--- config.mk ---
export PLATFORM = sky130hd
export DESIGN_NAME = cau_queue
export DESIGN_NICKNAME = d
export VERILOG_FILES = /design/src/cau_pkg.sv /design/src/cau_queue.sv
export SDC_FILE = /design/constraint.sdc
export NUM_CORES = 1
export LEC_CHECK = 0
export BUFFER_PORTS_ARGS = -buffer_cell sky130_fd_sc_hd__buf_2
export CORE_MARGIN = 2
export CORE_UTILIZATION = 61
export CTS_CLUSTER_DIAMETER = 50
export DETAILED_ROUTE_END_ITERATION = 10
export PLACE_DENSITY_LB_ADDON = 0.2
export SETUP_SLACK_MARGIN = 0.2
export SLEW_MARGIN = 20
export SYNTH_ARGS = -nofsm -noshare
export SYNTH_HDL_FRONTEND = slang
export SYNTH_SLANG_ARGS = --single-unit
--- constraint.sdc ---
create_clock -name clock -period 6.7 [get_ports clock]
set_input_delay 1.34 -clock clock [delete_from_list [all_inputs] [get_ports clock]]
set_output_delay 1.34 -clock clock [all_outputs]
set_load 0.05 [all_outputs]
--- src/cau_pkg.sv ---
`timescale 1ns / 1ps
// ----------------------------------------------------------------------------
// cau_pkg
// Shared types, opcodes and constants of the complex arithmetic unit.
// ----------------------------------------------------------------------------
package cau_pkg;

   localparam int DATA_W      = 16;
   localparam int FRAC_W      = 12;
   localparam int TOL_W       = 15;
   localparam int OPCODE_W    = 4;
   localparam int DIV_QBITS   = 17;
   localparam int SQRT_STEPS  = 16;
   localparam int CORDIC_STEPS = 16;
   localparam int PIPE_STEPS  = 17;
   localparam int QUEUE_DEPTH = 4;
   localparam int QPTR_W      = 2;

   localparam logic [OPCODE_W-1:0] OP_ADD   = 4'd0;
   localparam logic [OPCODE_W-1:0] OP_SUB   = 4'd1;
   localparam logic [OPCODE_W-1:0] OP_MUL   = 4'd2;
   localparam logic [OPCODE_W-1:0] OP_DIV   = 4'd3;
   localparam logic [OPCODE_W-1:0] OP_CONJ  = 4'd4;
   localparam logic [OPCODE_W-1:0] OP_MAG   = 4'd5;
   localparam logic [OPCODE_W-1:0] OP_PHASE = 4'd6;
   localparam logic [OPCODE_W-1:0] OP_EQUAL = 4'd7;
   localparam logic [OPCODE_W-1:0] OP_LESS  = 4'd8;

   localparam logic [DATA_W-1:0] VMAX = 16'h7FFF;
   localparam logic [DATA_W-1:0] VMIN = 16'h8000;
   localparam logic signed [33:0] HALF_PI = 34'sd1686629713;

   typedef struct packed {
      logic [OPCODE_W-1:0] opcode;
      logic [DATA_W-1:0]   a_re;
      logic [DATA_W-1:0]   a_im;
      logic [DATA_W-1:0]   b_re;
      logic [DATA_W-1:0]   b_im;
      logic                eq_hit;
   } item_type;

   function automatic logic [31:0] atan_q30(input logic [4:0] idx);
      logic [31:0] v;
      unique case (idx)
         5'd0:  v = 32'd843314857;
         5'd1:  v = 32'd497837829;
         5'd2:  v = 32'd263043837;
         5'd3:  v = 32'd133525159;
         5'd4:  v = 32'd67021687;
         5'd5:  v = 32'd33543516;
         5'd6:  v = 32'd16775851;
         5'd7:  v = 32'd8388437;
         5'd8:  v = 32'd4194283;
         5'd9:  v = 32'd2097149;
         5'd10: v = 32'd1048576;
         5'd11: v = 32'd524288;
         5'd12: v = 32'd262144;
         5'd13: v = 32'd131072;
         5'd14: v = 32'd65536;
         5'd15: v = 32'd32768;
         5'd16: v = 32'd16384;
         5'd17: v = 32'd8192;
         5'd18: v = 32'd4096;
         5'd19: v = 32'd2048;
         5'd20: v = 32'd1024;
         5'd21: v = 32'd512;
         5'd22: v = 32'd256;
         5'd23: v = 32'd128;
         5'd24: v = 32'd64;
         5'd25: v = 32'd32;
         5'd26: v = 32'd16;
         5'd27: v = 32'd8;
         5'd28: v = 32'd4;
         5'd29: v = 32'd2;
         5'd30: v = 32'd1;
         default: v = 32'd0;
      endcase
      return v;
   endfunction

endpackage

--- src/cau_queue.sv ---
`timescale 1ns / 1ps
// ----------------------------------------------------------------------------
// cau_queue
// Short queue decoupling the front end from the arithmetic pipeline.
// ----------------------------------------------------------------------------
module cau_queue (
   input  logic               clock,
   input  logic               reset,
   input  logic               wr_valid,
   output logic               wr_ready,
   input  cau_pkg::item_type  wr_item,
   output logic               rd_valid,
   input  logic               rd_ready,
   output cau_pkg::item_type  rd_item
);

   cau_pkg::item_type                mem_ff [cau_pkg::QUEUE_DEPTH];
   logic [cau_pkg::QPTR_W-1:0]       wr_ptr_ff, wr_ptr_in;
   logic [cau_pkg::QPTR_W-1:0]       rd_ptr_ff, rd_ptr_in;
   logic [cau_pkg::QPTR_W:0]         count_ff, count_in;
   logic                             push;
   logic                             pop;

   assign wr_ready = (count_ff != 3'(cau_pkg::QUEUE_DEPTH));
   assign rd_valid = (count_ff != '0);
   assign rd_item  = mem_ff[rd_ptr_ff];
   assign push     = wr_valid && wr_ready;
   assign pop      = rd_valid && rd_ready;

   always_comb begin
      wr_ptr_in = push ? wr_ptr_ff + 1'b1 : wr_ptr_ff;
      rd_ptr_in = pop  ? rd_ptr_ff + 1'b1 : rd_ptr_ff;
      count_in  = count_ff + {2'b00, push} - {2'b00, pop};
   end

   always_ff @(posedge clock) begin
      if (reset) begin
         wr_ptr_ff <= '0;
         rd_ptr_ff <= '0;
         count_ff  <= '0;
      end else begin
         wr_ptr_ff <= wr_ptr_in;
         rd_ptr_ff <= rd_ptr_in;
         count_ff  <= count_in;
      end
   end

   always_ff @(posedge clock) begin
      if (push) begin
         mem_ff[wr_ptr_ff] <= wr_item;
      end
   end

endmodule

==> run_results.csv, run 1 <==
group,metric,value,unit
run_status,status,"finished clean",
global_route,grt_use_total,20.0,%
worst_setup_path,cp_data_required_time,5.36,ns
synthesis,syn-num-nets,490,
timing,slew_viol_final,0,
synthesis,synthArstFlopShare,0,%
synthesis,yosys_warnings,0,
synthesis,synth.distinct_cells,25,
synthesis,yosys.area_share.adder,0.912,%
clock_tree,cts_num_sinks,285,
synthesis,ys_ff_latch,285,
worst_setup_path,reg2reg_slack,3.94,ns
clock_tree,cts_resized,0,
worst_setup_path,crit_path_top_delay_cell,"dfxtp_4",
power_and_ir_drop,finalPower,0.00564,W
die,row_count,47,
global_route,grt_start_max_net_pins,70,
die,io_pins,144,
die,start_util,62.7,%
cells_and_area,layout.nets,649,
cells_and_area,layout-drive-gt1-share,44.4,%
clock_tree,ctsHtreeMaxLevel,1,
drt,via_count,4646,
timing,fin_crit,4.22,ns
drt,viasPerCell,5.74,
global_route,antenna_found_initial,0,
global_route,grt_pass1_vias,5113,
cells_and_area,fillCellCount,943,
power_and_ir_drop,p_leak,4.18,nW
worst_setup_path,worstPathMaxFanout,44,
synthesis,syn_area_per_cell,25.4,um2
placement,portBuffers,143,
placement,place_hpwl,9620,um
synthesis,ys.flop_type,"edfxtp_1",
worst_setup_path,arrival,2.88,ns
placement,gp_congestion,0.697,
worst_setup_path,critPathMaxStageDelay,0.93,ns
power_and_ir_drop,vdd.ir_drop.worst,0.472,mV
timing,tns,0,ns
synthesis,synthCells,410,
drt,drc,0,
timing,max_freq,0.237,GHz
die,die_area,18200,um2
cells_and_area,finalInstanceArea,12400,um2
clock_tree,clock_path_buffers,3,
synthesis,synth_top_family_by_area,"multiplexers",
clock_tree,clk_pin_slew,0.06,ns
clock_tree,numCtsBuffers,29,
clock_tree,cts_root_buffer,"clkbuf_16",
placement,dpl_cell_area,11300,um2
clock_tree,cts_hold_buffers,0,
timing,rsz0062_at_grt,"false",
timing,setup_viol,0,
clock_tree,post_cts_buffers,0,
die,die_h,135,um
synthesis,synth-edff-count,276,
synthesis,synthXorXnorAreaFrac,0.252,%
timing,slew_headroom,29.4,%
power_and_ir_drop,powerDensity,456,nW/um2
synthesis,netlist_area,10400,um2
drt,drt_pre_antenna_iters,4,
global_route,grt_pass1_wl,27500,um
clock_tree,cts_tree,"yes",
worst_setup_path,worstSetupPathType,"register to output pin",
global_route,grt.overflow.total,0,
drt,first_iter_violations,327,
timing,whs,0.518,ns
synthesis,synth-simple-area-share,0.912,%
die,die_width,135,um
flow_run,drv_cap,0,
worst_setup_path,cp-end-kind,"output pin",
cells_and_area,antenna_cells,0,
synthesis,seq_area_frac_synth,81.2,%
worst_hold_path,hp-class,"register to register",
drt,ant_nets,0,
timing,skew,0.00702,ns
drt,routed_wl,17600,um
timing,hold_viol,0,
synthesis,synth_compound_area_share,0.240,%
timing,finalCritPeriodShare,63.0,%
cells_and_area,area_growth,18.7,%
clock_tree,clk_latency,0.52,ns
worst_setup_path,cp-start-kind,"register",
die,fp.coreArea,16600,um2
timing,worst_pin_slew,1.06,ns
worst_setup_path,path_cells,"buf_4 > mux4_2 > buf_2",
drt,drt-wirelength-per-cell,21.7,um
synthesis,synth_mux_area_share,15.1,%
cells in the mapped netlist (all sizes together) (2+ instances only):
cell	instances	share of area, %
and2	5	0.30
buf	11	1.0
clkbuf	6	0.22
dfxtp	9	1.7
edfxtp	276	79
ha	6	0.72
inv	5	0.18
mux4	69	15
nand2b	2	0.12
nor2	8	0.29
xor2	2	0.17
critical path: cells and delay by family (launching register included):
kind | cells | cell delay (ns)
flops | 1 | 0.93
mux | 1 | 0.61
buf+inv | 2 | 0.83
through the flow:
stage                     util [%]  instances  worst slack, ns
after detailed placement      68.0        757             2.91
after CTS                     74.2        809             2.33
after global routing          74.4        810             2.19
after global placement        68.0        757             2.92
after floorplan                  -        410             2.89
final                         74.4        810             2.48
power breakdown:
group	switching, W	internal (W)	total, W	leakage [nW]
sequential	0.000151	0.00219	0.00234	2.60
combinational	0.00109	0.000495	0.00158	1.08
clock	0.000612	0.00110	0.00171	0.499
cells in the final DEF (no fill, tap or decap), drive strengths merged:
cell and instances:
ha 6, nor2 8, nor2b 1, mux4 69
buf 145, edfxtp 276, mux2i 1, bufinv 8
or3 1, mux2 1, o311ai 1, nor3 1
fa 1, nand2 1, and2 5, clkbuf 37
a21boi 1, dfxtp 9, xnor2 1, nand2b 2
o31a 1, inv 6, clkinv 5, xor2 2
clkinvlp 1
cells by family after synthesis:
| kind of cell | count (synthesis) |
|---|---|
| compound gates | 3 |
| flops | 285 |
| mux | 71 |
| buf+inv | 22 |
| simple gates | 19 |
| fa+ha+maj | 7 |
| xor+xnor | 3 |
path summary, 6_finish.rpt:
path,start,to,cells past startpoint
hold / removal,wr_ptr_ff[1],wr_ptr_ff[1],2
setup reg to reg,count_ff[1],count_ff[2],11
setup / recovery,register,rd_item[23],3
hold reg to reg,wr_ptr_ff[1],wr_ptr_ff[1],2
registers in the layout, summed over array words and instances (netlist names), named ones only:
signal / cells
count_ff: 3
mem_ff: 276
rd_ptr_ff: 2
wr_ptr_ff: 2
layout make-up:
type | instances | area [um2] | area share [%]
Clock buffer | 37 | 756 | 6.11
Inverter | 5 | 18.8 | 0.152
Clock inverter | 15 | 280 | 2.26
Sequential cell | 285 | 8480 | 68.5
Tap cell | 220 | 275 | 2.22
Multi-Input combinational cell | 103 | 1830 | 14.8
Timing Repair Buffer | 145 | 743 | 6.01
layer usage:
| metal | vias up | routed length (um) | track usage [%] |
|---|---|---|---|
| li1 | 2057 | - | - |
| met1 | 2416 | 6940 | 26.6 |
| met2 | 145 | 9120 | 34.2 |
| met3 | 28 | 1230 | 4.77 |
| met4 | 0 | 295 | 4.91 |
| met5 | - | 0 | 0 |
(Power assumes the default switching activity.)
==> inputs of run 2 (changes only) <==
- CORE_UTILIZATION: 61 -> 57
- clock period: 6.7 -> 4.15 ns (I/O delays scaled with it)
==> run_results.csv, run 2 (synthesized netlist as in run 1, its figures left out) <==
group,metric,value,unit
die,die_area,19400,um2
clock_tree,post_cts_buffers,0,
cells_and_area,reg.largest.list,"mem_ff: 276 flops, count_ff: 3 flops",
worst_hold_path,hp-class,"register to register",
clock_tree,cts_root_buffer,"clkbuf_16",
global_route,grt_pass1_vias,4986,
timing,fin_crit,3.21,ns
worst_setup_path,worstPathMaxFanout,23,
clock_tree,clk_pin_slew,0.06,ns
timing,tns,0,ns
clock_tree,cts_tree,"yes",
cells_and_area,regMostFlops,"mem_ff",
drt,viasPerCell,5.64,
clock_tree,ctsHtreeMaxLevel,1,
global_route,grt.overflow.total,0,
drt,routed_wl,17400,um
worst_setup_path,arrival,2.38,ns
cells_and_area,final_cell_mix,"edfxtp_1, buf_2, mux4_2, clkbuf_16, nor2_1",
drt,drt-wirelength-per-cell,21.2,um
power_and_ir_drop,powerDensity,726,nW/um2
power_and_ir_drop,vdd.ir_drop.worst,0.668,mV
timing,worst_pin_slew,1.05,ns
worst_setup_path,cp-start-kind,"register",
clock_tree,cts_resized,0,
cells_and_area,finalInstanceArea,12400,um2
worst_hold_path,min_to,"wr_ptr_ff[1]",
worst_setup_path,reg2reg_from,"count_ff[1]",
worst_setup_path,r2r-end,"count_ff[2]",
worst_setup_path,cp-end-kind,"output pin",
worst_hold_path,hold_depth,2,
global_route,antenna_found_initial,3,
timing,setup_viol,0,
drt,drt_pre_antenna_iters,4,
cells_and_area,largest_reg_flops,276,
drt,first_iter_violations,334,
worst_setup_path,reg2reg_depth,11,
cells_and_area,layout-drive-gt1-share,44.3,%
die,die_width,139,um
timing,max_freq,0.312,GHz
clock_tree,clk_latency,0.52,ns
global_route,grt_pass1_wl,27200,um
die,io_pins,144,
worst_setup_path,reg2reg_slack,1.57,ns
clock_tree,clock_path_buffers,3,
timing,rsz0062_at_grt,"false",
run_status,status,"finished clean",
timing,finalCritPeriodShare,77.3,%
drt,drc,0,
timing,skew,0.0130,ns
die,row_count,49,
worst_setup_path,worstSetupPathType,"register to output pin",
drt,ant_nets,0,
placement,dpl_cell_area,11400,um2
die,fp.coreArea,18000,um2
worst_hold_path,min_from,"wr_ptr_ff[1]",
cells_and_area,layout.nets,649,
placement,gp_congestion,0.703,
timing,slew_headroom,29.7,%
die,die_h,139,um
worst_setup_path,cp_data_required_time,3.32,ns
global_route,grt_start_max_net_pins,70,
cells_and_area,area_growth,18.5,%
clock_tree,cts_num_sinks,285,
power_and_ir_drop,p_leak,4.18,nW
flow_run,drv_cap,0,
clock_tree,cts_hold_buffers,0,
placement,place_hpwl,9710,um
timing,slew_viol_final,0,
timing,hold_viol,0,
clock_tree,numCtsBuffers,28,
cells_and_area,final_common_cell,"edfxtp_1",
global_route,grt_use_total,18.1,%
drt,via_count,4634,
die,start_util,58.1,%
placement,portBuffers,143,
==> run 2: worst max path at each step <==
stage,from,to,slack [ns],depth (start not counted)
final,register,rd_item[35],0.94,3
after global routing,register,rd_item[35],0.77,3
after CTS,register,rd_item[35],0.85,3
after detailed placement,wr_valid,count_ff[2],1.15,11
after global placement,wr_valid,count_ff[2],1.30,11
after floorplan,wr_valid,mem_ff[0][0],0.85,2
==> run 2: area by class of cell <==
| cell class | instances | area, um2 |
|---|---|---|
| Multi-Input combinational cell | 103 | 1830 |
| Tap cell | 229 | 287 |
| Clock inverter | 13 | 184 |
| Clock buffer | 39 | 793 |
| Inverter | 5 | 18.8 |
| Sequential cell | 285 | 8480 |
| Timing Repair Buffer | 146 | 771 |
| Antenna cell | 1 | 2.50 |
| Fill cell | 1116 | 5610 |
==> run 2: critical path, cell delays in order, from the launching register on <==
cell and delay, ns:
dfxtp_4 0.65, buf_4 0.40, mux4_2 0.57, buf_2 0.23
==> run 2: report_power, final <==
group          total [W]  switching [W]  internal [W]
Combinational    0.00262        0.00180      0.000819
Sequential       0.00373       0.000192       0.00354
Clock            0.00262       0.000986       0.00164
==> run 2: layer usage <==
layer	global-route usage [%]	routed length, um	vias to the layer above
li1	-	-	2061
met1	24.5	7140	2429
met2	29.8	8790	115
met3	5.13	1170	27
met4	4.04	270	2
met5	0	14	-
==> run 2: through the flow <==
step	worst slack (ns)	total power [W]	util [%]	hold slack [ns]	cells
CTS	0.850	0.00907	68.6	0.496	819
global route	0.768	0.00931	68.8	0.497	820
detailed placement	1.15	0.00645	63.2	0.507	767
global placement	1.30	0.00641	63.2	0.497	767
floorplan	0.855	0.00589	-	0.482	410
finish	0.942	0.00897	68.8	0.514	821
==> inputs of run 3 (changes only) <==
- CORE_UTILIZATION: 57 -> 51
- clock period: 4.15 -> 2.9 ns (I/O delays scaled with it)
==> run_results.csv, run 3 (synthesized netlist as in run 1, its figures left out) <==
group,metric,value,unit
run_status,status,"finished clean",
worst_setup_path,path_cells,"buf_12 > mux4_2 > buf_2",
timing,tns,0,ns
worst_setup_path,cp-start-kind,"register",
global_route,antenna_found_initial,3,
cells_and_area,regMostFlops,"mem_ff",
clock_tree,cts_tree,"yes",
die,die_width,147,um
timing,slew_headroom,68.3,%
die,io_pins,144,
cells_and_area,finalInstanceArea,12500,um2
clock_tree,cts_hold_buffers,0,
global_route,grt_start_max_net_pins,30,
cells_and_area,final_common_cell,"edfxtp_1",
worst_hold_path,hold_depth,1,
cells_and_area,final_cell_mix,"edfxtp_1, buf_2, mux4_2, clkbuf_16, buf_4",
power_and_ir_drop,vdd.ir_drop.worst,0.647,mV
power_and_ir_drop,pwr-share-clk,26.7,%
timing,whs,0.273,ns
worst_setup_path,cp-end-kind,"output pin",
cells_and_area,reg.largest.list,"mem_ff: 276 flops, count_ff: 3 flops",
flow_run,drv_cap,0,
power_and_ir_drop,p_seq_share,41.3,%
drt,first_iter_violations,331,
clock_tree,clock_path_buffers,3,
drt,drt-wirelength-per-cell,20.8,um
worst_setup_path,arrival,2.03,ns
placement,dpl_cell_area,11600,um2
worst_setup_path,r2r-end,"count_ff[2]",
clock_tree,clk_latency,0.52,ns
drt,viasPerCell,5.37,
cells_and_area,area_growth,20.2,%
placement,place_hpwl,11300,um
die,die_h,147,um
power_and_ir_drop,pwr-share-comb,31.9,%
worst_setup_path,reg2reg_from,"count_ff[1]",
power_and_ir_drop,p_sw,0.00429,W
placement,gp_congestion,0.699,
cells_and_area,layout-drive-gt1-share,45.1,%
global_route,grt_use_total,17.0,%
worst_setup_path,critPathMaxStageDelay,0.64,ns
clock_tree,cts_root_buffer,"clkbuf_16",
clock_tree,clk_pin_slew,0.06,ns
placement,portBuffers,143,
power_and_ir_drop,sw_frac_of_total,33.9,%
power_and_ir_drop,p_leak,4.24,nW
timing,setup_slack,0.293,ns
worst_hold_path,hp-class,"primary input to register",
worst_hold_path,min_from,"wr_item[16]",
worst_setup_path,cp_data_required_time,2.32,ns
placement,pre_cts_slack,0.430,ns
timing,slew_viol_final,0,
worst_hold_path,min_to,"mem_ff[3][16]",
power_and_ir_drop,power.internal,0.00836,W
drt,ant_nets,0,
die,row_count,52,
drt,routed_wl,18300,um
cells_and_area,layout.nets,668,
cells_and_area,seqCellArea,8480,um2
die,fp.coreArea,20200,um2
global_route,grt_pass1_wl,28200,um
timing,hold_viol,0,
timing,rsz0062_at_grt,"false",
cells_and_area,multi_input_area,1830,um2
timing,skew,0.0159,ns
cells_and_area,largest_reg_flops,276,
global_route,grt.overflow.total,0,
die,start_util,51.7,%
drt,drc,0,
cells_and_area,fillCellCount,1447,
worst_setup_path,worstPathMaxFanout,29,
timing,worst_pin_slew,0.475,ns
die,die_area,21600,um2
worst_setup_path,worstSetupPathType,"register to output pin",
clock_tree,ctsHtreeMaxLevel,1,
timing,max_freq,0.384,GHz
timing,fin_crit,2.61,ns
worst_setup_path,reg2reg_depth,11,
clock_tree,cts_num_sinks,285,
power_and_ir_drop,powerDensity,1010,nW/um2
drt,drt_pre_antenna_iters,4,
timing,finalCritPeriodShare,89.9,%
global_route,grt_pass1_vias,5150,
clock_tree,numCtsBuffers,28,
worst_setup_path,crit_path_top_delay_cell,"dfxtp_4",
drt,via_count,4740,
timing,setup_viol,0,
worst_setup_path,reg2reg_slack,0.50,ns
==> run 3: cell count changes in the layout (fill, tap and decap cells not counted), sizes merged <==
cell,change
bufinv,-3
buf,+19
inv,+2
clkinv,+3
clkbuf,-2
diode,+1
==> run 3: worst max-delay path by stage <==
stage	startpoint	end	cells after the start	slack, ns
4_1_cts	register	rd_item[23]	3	0.25
3_3_place_gp	wr_valid	count_ff[2]	11	0.57
3_5_place_dp	wr_valid	count_ff[2]	11	0.43
6_report	register	rd_item[23]	3	0.29
2_1_floorplan	wr_valid	count_ff[2]	10	0.51
5_1_grt	register	rd_item[23]	3	0.21
==> run 3: worst max-delay path: cells and delay by family, from the launching register on <==
family / cells / cell delay [ns]
buffers and inverters: 2 / 0.51
muxes: 1 / 0.36
DFF: 1 / 0.64
==> run 3: layout make-up <==
cell class	count	share of cell area [%]
diodes	2	0.0399
clock buffers	37	6.03
clock inverters	15	0.958
inverters	5	0.150
multi-input cells	103	14.6
flip-flops and latches	285	67.6
well taps	270	2.70
repair buffers	165	7.93
==> run 3: stage by stage <==
stage | utilization, % | total power (W) | instances
after floorplan | - | 0.00841 | 410
after global placement | 57.6 | 0.00931 | 824
after detailed placement | 57.6 | 0.00939 | 824
after CTS | 62.1 | 0.0128 | 880
after global routing | 62.1 | 0.0132 | 882
final | 62.1 | 0.0127 | 882
==> run 3: layer usage <==
metal  share of wire (%)  up-vias  GRT usage, %  routed length [um]
met5               0.071        -             0                  13
met4                 1.0        2          4.09                 189
met3                 6.4       19          3.88                1180
met2                  52      137          29.3                9440
met1                  41     2475          22.5                7500
li1                    -     2107             -                   -
==> run 3: repair_timing <==
action / 4_1_cts / 5_1_grt
buffers inserted: 4 / 0
endpoints found under the setup margin: 55 / 0
gates resized for setup: 0 / 0
==> run 3: power by group through the flow <==
stage / combinational (W) / sequential (W) / clock, W
6_report: 0.00404 / 0.00523 / 0.00338
5_1_grt: 0.00425 / 0.00528 / 0.00365
4_1_cts: 0.00412 / 0.00524 / 0.00348
3_5_place_dp: 0.00403 / 0.00536 / 0
3_3_place_gp: 0.00399 / 0.00533 / 0
2_1_floorplan: 0.00318 / 0.00523 / 0
