### config.mk
export PLATFORM = sky130hd
export DESIGN_NAME = cau_front_flat
export DESIGN_NICKNAME = d
export VERILOG_FILES = /design/src/cau_pkg.sv /design/src/cau_req_if.sv /design/src/cau_front.sv /design/src/flat_wrapper.sv
export SDC_FILE = /design/constraint.sdc
export NUM_CORES = 1
export LEC_CHECK = 0
export ABC_AREA = 1
export BUFFER_PORTS_ARGS = -buffer_cell sky130_fd_sc_hd__buf_2
export CAP_MARGIN = 30
export CORE_AREA = 10 10 102 104
export DETAILED_ROUTE_END_ITERATION = 8
export DIE_AREA = 0 0 112 114
export GPL_TIMING_DRIVEN = 0
export MAX_ROUTING_LAYER = met4
export PLACE_DENSITY = 0.94
export SLEW_MARGIN = 20
export SYNTH_ARGS = -nofsm -noshare
export SYNTH_HDL_FRONTEND = slang
export SYNTH_SLANG_ARGS = --single-unit
### constraint.sdc
create_clock -name vclk -period 5.1
set_input_delay 1.02 -clock vclk [all_inputs]
set_output_delay 1.02 -clock vclk [all_outputs]
set_load 0.1 [all_outputs]
### src/cau_pkg.sv
`timescale 1ns / 1ps
// ----------------------------------------------------------------------------
// cau_pkg
// Shared types, opcodes and constants of the complex arithmetic unit.
// ----------------------------------------------------------------------------
package cau_pkg;

   localparam int DATA_W      = 16;
   localparam int FRAC_W      = 12;
   localparam int TOL_W       = 15;
   localparam int OPCODE_W    = 4;
   localparam int DIV_QBITS   = 17;
   localparam int SQRT_STEPS  = 16;
   localparam int CORDIC_STEPS = 16;
   localparam int PIPE_STEPS  = 17;
   localparam int QUEUE_DEPTH = 4;
   localparam int QPTR_W      = 2;

   localparam logic [OPCODE_W-1:0] OP_ADD   = 4'd0;
   localparam logic [OPCODE_W-1:0] OP_SUB   = 4'd1;
   localparam logic [OPCODE_W-1:0] OP_MUL   = 4'd2;
   localparam logic [OPCODE_W-1:0] OP_DIV   = 4'd3;
   localparam logic [OPCODE_W-1:0] OP_CONJ  = 4'd4;
   localparam logic [OPCODE_W-1:0] OP_MAG   = 4'd5;
   localparam logic [OPCODE_W-1:0] OP_PHASE = 4'd6;
   localparam logic [OPCODE_W-1:0] OP_EQUAL = 4'd7;
   localparam logic [OPCODE_W-1:0] OP_LESS  = 4'd8;

   localparam logic [DATA_W-1:0] VMAX = 16'h7FFF;
   localparam logic [DATA_W-1:0] VMIN = 16'h8000;
   localparam logic signed [33:0] HALF_PI = 34'sd1686629713;

   typedef struct packed {
      logic [OPCODE_W-1:0] opcode;
      logic [DATA_W-1:0]   a_re;
      logic [DATA_W-1:0]   a_im;
      logic [DATA_W-1:0]   b_re;
      logic [DATA_W-1:0]   b_im;
      logic                eq_hit;
   } item_type;

   function automatic logic [31:0] atan_q30(input logic [4:0] idx);
      logic [31:0] v;
      unique case (idx)
         5'd0:  v = 32'd843314857;
         5'd1:  v = 32'd497837829;
         5'd2:  v = 32'd263043837;
         5'd3:  v = 32'd133525159;
         5'd4:  v = 32'd67021687;
         5'd5:  v = 32'd33543516;
         5'd6:  v = 32'd16775851;
         5'd7:  v = 32'd8388437;
         5'd8:  v = 32'd4194283;
         5'd9:  v = 32'd2097149;
         5'd10: v = 32'd1048576;
         5'd11: v = 32'd524288;
         5'd12: v = 32'd262144;
         5'd13: v = 32'd131072;
         5'd14: v = 32'd65536;
         5'd15: v = 32'd32768;
         5'd16: v = 32'd16384;
         5'd17: v = 32'd8192;
         5'd18: v = 32'd4096;
         5'd19: v = 32'd2048;
         5'd20: v = 32'd1024;
         5'd21: v = 32'd512;
         5'd22: v = 32'd256;
         5'd23: v = 32'd128;
         5'd24: v = 32'd64;
         5'd25: v = 32'd32;
         5'd26: v = 32'd16;
         5'd27: v = 32'd8;
         5'd28: v = 32'd4;
         5'd29: v = 32'd2;
         5'd30: v = 32'd1;
         default: v = 32'd0;
      endcase
      return v;
   endfunction

endpackage

### src/cau_req_if.sv
`timescale 1ns / 1ps
// ----------------------------------------------------------------------------
// cau_req_if
// Request channel: opcode and two complex operands.
// ----------------------------------------------------------------------------
interface cau_req_if;
   logic        valid;
   logic        ready;
   logic [3:0]  opcode;
   logic signed [15:0] a_re;
   logic signed [15:0] a_im;
   logic signed [15:0] b_re;
   logic signed [15:0] b_im;

   modport source (output valid, opcode, a_re, a_im, b_re, b_im, input ready);
   modport sink   (input valid, opcode, a_re, a_im, b_re, b_im, output ready);
endinterface

### src/cau_front.sv
`timescale 1ns / 1ps
// ----------------------------------------------------------------------------
// cau_front
// Accepts request transactions and resolves the tolerance equality test.
// ----------------------------------------------------------------------------
module cau_front (
   cau_req_if.sink            req,
   input  logic [14:0]        tolerance,
   output logic               out_valid,
   input  logic               out_ready,
   output cau_pkg::item_type  out_item
);

   logic [16:0] diff_re;
   logic [16:0] diff_im;
   logic [16:0] mag_re;
   logic [16:0] mag_im;
   logic [16:0] tol_eff;

   assign req.ready = out_ready;
   assign out_valid = req.valid;

   always_comb begin
      diff_re = {req.a_re[15], req.a_re} - {req.b_re[15], req.b_re};
      diff_im = {req.a_im[15], req.a_im} - {req.b_im[15], req.b_im};
      mag_re  = diff_re[16] ? 17'(-diff_re) : diff_re;
      mag_im  = diff_im[16] ? 17'(-diff_im) : diff_im;
      tol_eff = (tolerance == '0) ? 17'd1 : {2'b00, tolerance};
      out_item.opcode = req.opcode;
      out_item.a_re   = req.a_re;
      out_item.a_im   = req.a_im;
      out_item.b_re   = req.b_re;
      out_item.b_im   = req.b_im;
      out_item.eq_hit = (mag_re < tol_eff) && (mag_im < tol_eff);
   end

endmodule

### src/flat_wrapper.sv
// flat-port wrapper written by rule: the top's interface ports become plain ports
module cau_front_flat 
  (tolerance, out_valid, out_ready, out_item, req_valid, req_opcode, req_a_re, req_a_im, req_b_re, req_b_im, req_ready);
  cau_req_if req_i ();
  input  logic [14:0] tolerance;
  output logic out_valid;
  input  logic out_ready;
  output cau_pkg::item_type out_item;
  input wire logic [$bits(req_i.valid)-1:0] req_valid;
  input wire logic [$bits(req_i.opcode)-1:0] req_opcode;
  input wire logic [$bits(req_i.a_re)-1:0] req_a_re;
  input wire logic [$bits(req_i.a_im)-1:0] req_a_im;
  input wire logic [$bits(req_i.b_re)-1:0] req_b_re;
  input wire logic [$bits(req_i.b_im)-1:0] req_b_im;
  output wire logic [$bits(req_i.ready)-1:0] req_ready;
  assign req_i.valid = req_valid;
  assign req_i.opcode = req_opcode;
  assign req_i.a_re = req_a_re;
  assign req_i.a_im = req_a_im;
  assign req_i.b_re = req_b_re;
  assign req_i.b_im = req_b_im;
  assign req_ready = req_i.ready;
  cau_front u_core (.req(req_i), .tolerance(tolerance), .out_valid(out_valid), .out_ready(out_ready), .out_item(out_item));
endmodule
==> results of run 1 <==
==> cell usage in the layout (no fill, tap or decap), types with 2 or more instances in the layout <==
| cell | netlist | routed |
|---|---|---|
| a21oi_1 | 35 | 17 |
| a21oi_2 | 3 | 19 |
| a21oi_4 | 1 | 3 |
| and2_1 | 2 | 2 |
| buf_2 | 0 | 145 |
| buf_4 | 70 | 93 |
| buf_6 | 1 | 6 |
| buf_8 | 0 | 2 |
| fa_2 | 0 | 2 |
| ha_1 | 62 | 39 |
| ha_2 | 0 | 6 |
| ha_4 | 0 | 17 |
| inv_1 | 153 | 144 |
| inv_2 | 7 | 13 |
| inv_8 | 0 | 2 |
| nand2_1 | 236 | 212 |
| nand2_2 | 18 | 36 |
| nand2_4 | 2 | 7 |
| nand3_1 | 59 | 47 |
| nand3_2 | 5 | 12 |
| nand3_4 | 0 | 5 |
| nand3b_1 | 3 | 3 |
| nand4_1 | 10 | 10 |
| nor2_1 | 55 | 45 |
| nor2_2 | 10 | 15 |
| nor2_4 | 1 | 6 |
| nor3_1 | 6 | 6 |
| o21ai_0 | 9 | 6 |
| o21ai_1 | 0 | 2 |
| o21ai_2 | 1 | 2 |
| o21bai_1 | 2 | 2 |
| xnor2_1 | 9 | 8 |
| xor2_1 | 20 | 19 |
==> final timing paths <==
| kind | from | endpoint | slack [ns] | depth (start not counted) |
|---|---|---|---|---|
| min | req_opcode[1] | out_item[66] | 2.43 | 2 |
| max | req_a_im[0] | out_item[0] | -0.40 | 30 |
==> power by group through the flow <==
stage          logic [mW]  clock network (mW)  registers [mW]
3_3_place_gp        0.983                   0               0
2_1_floorplan       0.824                   0               0
5_1_grt              1.39                   0               0
3_5_place_dp         1.01                   0               0
4_1_cts              1.09                   0               0
6_report             1.29                   0               0
==> what timing repair did <==
| item | 4_1_cts | 5_1_grt |
|---|---|---|
| hold endpoints to repair | 0 | 0 |
| buffers inserted | 11 | 15 |
| cloned | 0 | 0 |
| setup endpoints to repair | 1 | 1 |
| pin swaps | 34 | 62 |
| resized for setup | 48 | 90 |
==> layout make-up <==
cell class,count,area (um^2),share of cell area (%)
plain buffers,71,537,8.78
inverters,161,634,10.4
multi-input cells,558,3800,62.2
well taps,108,135,2.21
repair buffers,176,1000,16.4
==> per-layer routing <==
metal  share of wire [%]  vias to the layer above
li1                    -                     2735
met1                  39                     2486
met2                  52                      271
met3                 6.8                       38
met4                 2.3                        0
met5                   0                        -
==> per-stage QoR <==
| step | instances | hold WS, ns | cell area (um^2) |
|---|---|---|---|
| floorplan | 790 | 2.25 | 4410 |
| global placement | 1048 | 2.43 | 5300 |
| detailed placement | 1048 | 2.43 | 5300 |
| CTS | 1059 | 2.43 | 5590 |
| global route | 1074 | 2.43 | 6110 |
| finish | 1074 | 2.43 | 6110 |
==> logic make-up after synthesis <==
kind of cell    Yosys count
simple gates            409
compound gates           56
fa+ha+maj                64
buf+inv                 232
xor+xnor                 29
==> impl_results.md, run 1 <==
* Total number of vias at 5530
* Largest family of logic cells by synthesized area: simple AND/OR/NAND/NOR gates
* Least-Margin Pin Slew at 0.499 ns
* Outcome: complete, but fails checks
* Filler cells at roughly 640
* YS warnings at 0
* Cts hold-fix bufs at 0
* Area grow syn2layout at 40.9%
* Drt initial violations at between 300 and 400
* M1 GR Usage at 21.5%
* Antenna diodes at 0
* Slew Viols, Final at 0
* Via/cell ratio at between 5 and 6
* Layout cells sized above 1 at around two fifths
* Total of max-cap violations at 0
* Pint at about 450 uW
* Mapped Cells at 790
* Final nets at ~1100
* Fin Setup TNS at -0.396 ns
* Wire length per cell at between 10 and 15 um
* Met2 usage at 35.5%
* Area leader, netlist: nand2_1
* Antenna-violating nets left at 0
* Pwr Density at 210 mW/mm^2
* Max VDD drop at 0.0000992 V
* Register share of total power at 0%
* Placeable Area at 0.00847 mm^2
* Post-layout minimum cycle time at roughly 5.5 ns
* First-pass DRT Iterations at 6
* Critical-path cell with the highest stage delay: fa_2
* Post-DP HPWL at 10400 um
* Endpoints failing setup at 1
* Die ar. at 0.0128 mm^2
* Mux contribution to synthesized area at 0%
* CP Buf/Inv Count at 6
* Total power at 1.29 mW
* WL final at about 15000 um
* Gr busiest metal: met2
* Syn nets at approximately 940
* I/O Buffers at 150
* Count leader, synth: nand2_1
* GRT Total Usage at between 10% and 20%
* Setup Crit Path Kind: in2out
* Crit path top cell by count: nand2_2
* Die Y at roughly 110 um
* Place WS at -0.644 ns
* Comb pwr share at 100.0%
* Critical Path Source Type: input port
* Post-synthesis xor/xnor area fraction at 5.85%
* Core Rows at 34
* Critical Path RT at ~4.1 ns
* Post-synth cell types at 33
* Slowest stage delay, CP at 0.36 ns
* Post-synthesis cell area at ~0.0043 mm^2
* Chip width at 112 um
* I/O pins at 156
* Initial antenna violation count at 0
* Slew HR at 67.0%
* Synth cell count leaders: nand2_1, inv_1, buf_4, ha_1, nand3_1
* Overflow after GRT at 0
* Yosys top cell area share at between 20% and 30%
* Sequential fraction of the synthesis area at 0%
* Crit Path Max Fanout at 8
* Clock power frac at 0%
* Synthesized area per cell at around 5.5 um^2
* Period utilization at 108%
* Setup WS post-layout at -0.396 ns
* Arrival time of the worst setup path at 4.48 ns
* DRC viols at 0
* Sw Pwr at between 800 and 900 uW
* Compound-Gate Fraction of Synth Area at 7.47%
* Synth top area cells: nand2_1, ha_1, inv_1
* Adder-cell share of the synthesized area at 18.8%
* Final hold viol count at 0
* Switching share of power at 64.8%
* GPL Wtd Cong at 0.883
* Largest net degree at the start of global routing at 11
* Setup crit end kind: primary output
* Violated checks: setup timing
* First-pass GRT wire length at 21300 um
* Vias in the first global route at slightly above 5000
* Register area at 0 um^2
* FF+latch count at 0
* RSZ-0062 raised after global routing: yes
* Starting Density at between 50 and 60%
* Leak at 3.65 nW
* Final core occ at between 70 and 80%
* Global Route met3 Usage at under 10%
* Number of clock-tree buffers in the layout at 0
* Synthesized-area fraction occupied by and/or/nand/nor cells at 41.5%
* Min-Delay Path Class: in2out
* CP delay by family, top: simple AND/OR/NAND/NOR gates
* Fmax achieved at around 180 MHz
Power figures use the tool's default switching activity.
==> run 2: changes to the inputs <==
CORE_AREA = 2 2 84 107   (was 10 10 102 104)
DIE_AREA = 0 0 86 109   (was 0 0 112 114)
==> run 2 against run 1 <==
Against the previous run:
- the flow finishes with violations (DRC, setup timing)
- maximum frequency decreased by 0.88%
- clock-buffer cell count unchanged
- sequential share of layout area unchanged
- utilization decreased by 0.75 points
- wire length decreased by 11%
- power decreased by 2.2%
- via count increased by 0.20%
- final area decreased by 1.6%
- critical path type unchanged
- critical endpoint unchanged
- largest power group unchanged
==> impl_results.md, run 2 (synthesized netlist as in run 1, its figures left out) <==
* Outcome: complete, but fails checks
* Violated checks: DRC, setup timing
* Initial antenna violation count at 0
* Final core occ at 71.5%
* WL final at 13100 um
* Comb pwr share at 100.0%
* Drt initial violations at 284
* DRC viols at 1
* Core Rows at 38
* Slew Viols, Final at 0
* Post-layout minimum cycle time at 5.54 ns
* Leak at 3.65 nW
* Setup WS post-layout at -0.445 ns
* Vias in the first global route at between 4000 and 5000
* Critical Path RT at 4.08 ns
* GRT Total Usage at 24.2%
* Cell count after placement at 1040
* Register area at 0 um^2
* Clock power frac at 0%
* Max VDD drop at 0.0000934 V
* Number of clock-tree buffers in the layout at 0
* Cell area after layout at 0.00601 mm^2
* Setup crit end kind: primary output
* I/O pins at between 150 and 200
* Layout cells sized above 1 at 40.1%
* Setup Crit Path Kind: in2out
* Overflow after GRT at 0
* Hold worst-path end: out_item[68]
* Hold WS at approximately 2.4 ns
* Setup crit start: req_a_re[0]
* Slew HR at ~67%
* Placeable Area at 0.00842 mm^2
* CP delay by family, top: simple AND/OR/NAND/NOR gates
* Arrival time of the worst setup path at 4.52 ns
* GPL Wtd Cong at between 0.9 and 1
* Wire length per cell at 12.3 um
* Least-Margin Pin Slew at 0.492 ns
* Filler cells at approximately 660
* CP Depth at 25
* First-pass GRT wire length at 18800 um
* Fin Setup TNS at -0.445 ns
* Total power at 1.26 mW
* Crit path top cell by count: nor2_4
* Total number of vias at 5541
* CP Buf/Inv Count at 5
* Critical Path Source Type: input port
* RSZ-0062 raised after global routing: yes
* Commonest non-fill, non-tap cell in the layout: nand2_1
* Hold Path Cell Cnt at 2
* Die ar. at about 0.0094 mm^2
* Period utilization at 109%
* Place WS at -0.627 ns
* Most frequent cells in the layout: nand2_1, buf_2, inv_1
* Non-Filler Instances at about 1100
* Endpoints failing setup at 1
* Cts hold-fix bufs at 0
* Critical-path cell with the highest stage delay: fa_2
* First-pass DRT Iterations at 7
* Sw Pwr at 820 uW
* I/O Buffers at 150
* Area grow syn2layout at 38.6%
* Slowest stage delay, CP at 0.59 ns
* Multi-input gate area at 0.00375 mm^2
* Fmax achieved at 180 MHz
* Crit Path Max Fanout at 3
* FF+latch count at 0
* Final nets at roughly 1100
* Chip width at 86 um
* DP Area at 0.00529 mm^2
* Antenna diodes at 0
* Worst hold start: req_opcode[3]
* Final hold viol count at 0
* Pwr Density at around 210 mW/mm^2
* Antenna-violating nets left at 0
* Pint at 437 uW
* Via/cell ratio at 5.20
* Largest net degree at the start of global routing at 11
* Register share of total power at 0%
* Switching share of power at 65.2%
* Min-Delay Path Class: in2out
* Post-DP HPWL at 9160 um
* Starting Density at between 50% and 60%
* Die Y at between 100 and 150 um
* Total of max-cap violations at 0
==> run 2: changes by cell type in the layout (fill, tap and decap cells not counted), moves of 3 or more <==
cell	previous run	this run
nand2_1	212	215
ha_4	17	13
buf_2	145	148
inv_1	144	147
a21oi_2	19	14
nand2_2	36	31
a21oi_1	17	22
ha_1	39	43
==> run 2: what timing repair did <==
item | CTS | global route
gates resized for setup | 53 | 64
endpoints found under the setup margin | 1 | 1
pin swaps | 31 | 43
setup buffers | 13 | 12
hold endpoints to repair | 0 | 0
==> run 2: per-layer routing <==
metal	GRT usage, %	share of wire [%]	vias to the layer above	routed length, um
met5	-	0	-	0
met4	15.2	8.2	0	1070
met1	21.7	34	2393	4400
li1	-	-	2735	-
met3	1.44	7.0	107	913
met2	48.3	51	306	6670
==> run 2: how the worst max path moves through the flow <==
stage | slack, ns | endpoint
after global placement | -0.58 | out_item[0]
final | -0.44 | out_item[0]
after detailed placement | -0.63 | out_item[0]
after CTS | -0.16 | out_item[0]
after global routing | -0.50 | out_item[0]
after floorplan | -0.03 | out_item[0]
==> run 2: final cells by class <==
class	instances	share of cell area (%)
multi-input cells	558	62.4
repair buffers	175	16.1
inverters	161	10.5
plain buffers	71	8.93
well taps	100	2.08
==> run 2: power groups by stage <==
stage	clock, mW	sequential (mW)	combinational [mW]
global placement	0	0	0.985
floorplan	0	0	0.824
detailed placement	0	0	1.01
global route	0	0	1.35
CTS	0	0	1.10
finish	0	0	1.26
==> run 3: changes to the inputs <==
CORE_AREA = 2 2 89 112   (was 2 2 84 107)
DIE_AREA = 0 0 91 114   (was 0 0 86 109)
GPL_ROUTABILITY_DRIVEN = 0   (was default)
PLACE_DENSITY = 0.9   (was 0.94)
clock period = 4.9 ns   (was 5.1 ns; I/O delays follow)
==> run 3 against run 2 <==
Against the previous run:
- critical endpoint unchanged
- critical path depth did not move
- the run ends with setup timing left
- die area is 11% higher
- wire length fell by 0.45%
- via count decreased by 1.4%
- clock-buffer cell count unchanged
- highest routed layer unchanged
- worst hold slack worse by 0.079 ns
- utilization shrank 5.1 points
- non-clock buffer count rose by 5
- final cell count increased by 2.9%
==> impl_results.md, run 3 (synthesized netlist as in run 1, its figures left out) <==
* Wire length per cell at 11.9 um
* Comb pwr share at 100.0%
* Max VDD drop at approximately 0.00011 V
* Register share of total power at 0%
* Total of max-cap violations at 0
* Post-layout minimum cycle time at 5.33 ns
* Sw Pwr at 862 uW
* Crit Path Max Fanout at 3
* Area grow syn2layout at 43.9%
* First-pass DRT Iterations at 6
* FF+latch count at 0
* I/O pins at approximately 160
* Largest net degree at the start of global routing at 11
* DRC viols at 0
* Chip width at 91 um
* Arrival time of the worst setup path at ~4.4 ns
* Final nets at between 1000 and 1500
* Switching share of power at approximately 64%
* Least-Margin Pin Slew at 0.491 ns
* Register area at 0 um^2
* Period utilization at 109%
* Initial antenna violation count at 0
* Number of clock-tree buffers in the layout at 0
* Antenna diodes at 0
* I/O Buffers at 150
* Cts hold-fix bufs at 0
* Most frequent cells in the layout: nand2_1, inv_1, buf_2
* Total number of vias at 5465
* Drt initial violations at about 210
* Place WS at -0.741 ns
* Pint at 477 uW
* Overflow after GRT at 0
* Critical Path Source Type: input port
* Fmax achieved at approximately 190 MHz
* Via/cell ratio at 4.99
* Setup crit end kind: primary output
* Violated checks: setup timing
* Vias in the first global route at 4834
* Setup Crit Path Kind: in2out
* Min-Delay Path Class: in2out
* Commonest non-fill, non-tap cell in the layout: nand2_1
* Post-DP HPWL at a little over 9000 um
* Clock power frac at 0%
* Slew HR at 67.5%
* Worst hold start: req_opcode[0]
* Critical Path RT at 3.92 ns
* Antenna-violating nets left at 0
* GRT Total Usage at 21.1%
* Final hold viol count at 0
* Layout cells sized above 1 at 42.9%
* WL final at 13000 um
* Placeable Area at 0.00941 mm^2
* First-pass GRT wire length at 18700 um
* Setup crit start: req_a_re[0]
* Core Rows at 40
* Outcome: complete, but fails checks
* Die ar. at 0.0104 mm^2
* Setup WS post-layout at -0.428 ns
* Fin Setup TNS at -0.428 ns
* Leak at 3.69 nW
* Pwr Density at ~210 mW/mm^2
* Hold WS at 2.34 ns
* RSZ-0062 raised after global routing: yes
* Endpoints failing setup at 1
* Starting Density at 46.1%
* Slew Viols, Final at 0
* Die Y at 114 um
## run 3: changes by cell type in the layout (fill, tap and decap cells not counted), sizes merged
cell / previous run / this run
buf: 246 / 251
clkinv: 0 / 1
inv: 161 / 160
## run 3: critical path, stage by stage
cell,delay [ns]
buf_12,0.09
inv_12,0.03
ha_4,0.15
fa_2,0.60
ha_4,0.15
inv_2,0.04
nor2_4,0.10
nand3_2,0.10
nor2_4,0.12
nand2_2,0.10
nor2_4,0.15
nor2_4,0.06
xnor2_2,0.16
inv_1,0.10
ha_4,0.26
a21oi_2,0.15
nor3_2,0.06
a211oi_2,0.18
nand2_1,0.11
nand2_1,0.08
nand3_1,0.09
nor2_1,0.10
nand2_1,0.08
nor2_4,0.11
buf_12,0.18
## run 3: metal layers
metal / part of all wire [%] / GRT usage [%] / vias to the layer above
li1: - / - / 2736
met1: 36 / 20.4 / 2421
met2: 54 / 42.5 / 242
met3: 5.7 / 1.32 / 66
met4: 5.2 / 9.19 / 0
met5: 0 / - / -
## run 3: cell type report
| cell class | count | area [um^2] |
|---|---|---|
| inverters | 161 | 644 |
| repair buffers | 180 | 1040 |
| well taps | 126 | 158 |
| fillers | 811 | 3160 |
| multi-input cells | 558 | 3870 |
| plain buffers | 71 | 537 |
## run 3: what timing repair did
item                                    in CTS  in global routing
endpoints found under the setup margin       1                  1
pin swaps                                   27                 70
setup buffers                               12                 18
gates resized for setup                     34                125
## run 3: power by group through the flow
stage | Sequential, mW | Combinational [mW] | Clock (mW)
after floorplan | 0 | 0.858 | 0
after global routing | 0 | 1.45 | 0
after detailed placement | 0 | 1.05 | 0
final | 0 | 1.34 | 0
after CTS | 0 | 1.12 | 0
after global placement | 0 | 1.03 | 0
## run 3: final timing paths
| path | to | slack (ns) | depth (start not counted) |
|---|---|---|---|
| max | out_item[0] | -0.43 | 25 |
| min | out_item[65] | 2.34 | 2 |
## run 3: per-stage QoR
| stage | utilization (%) | instances | instance area (um^2) | power [mW] |
|---|---|---|---|---|
| 6_report | 66.4 | 1096 | 6250 | 1.34 |
| 3_5_place_dp | 56.5 | 1066 | 5320 | 1.05 |
| 3_3_place_gp | 56.5 | 1066 | 5320 | 1.03 |
| 2_1_floorplan | - | 790 | 4410 | 0.858 |
| 5_1_grt | 66.4 | 1096 | 6250 | 1.45 |
| 4_1_cts | 59.4 | 1078 | 5590 | 1.12 |
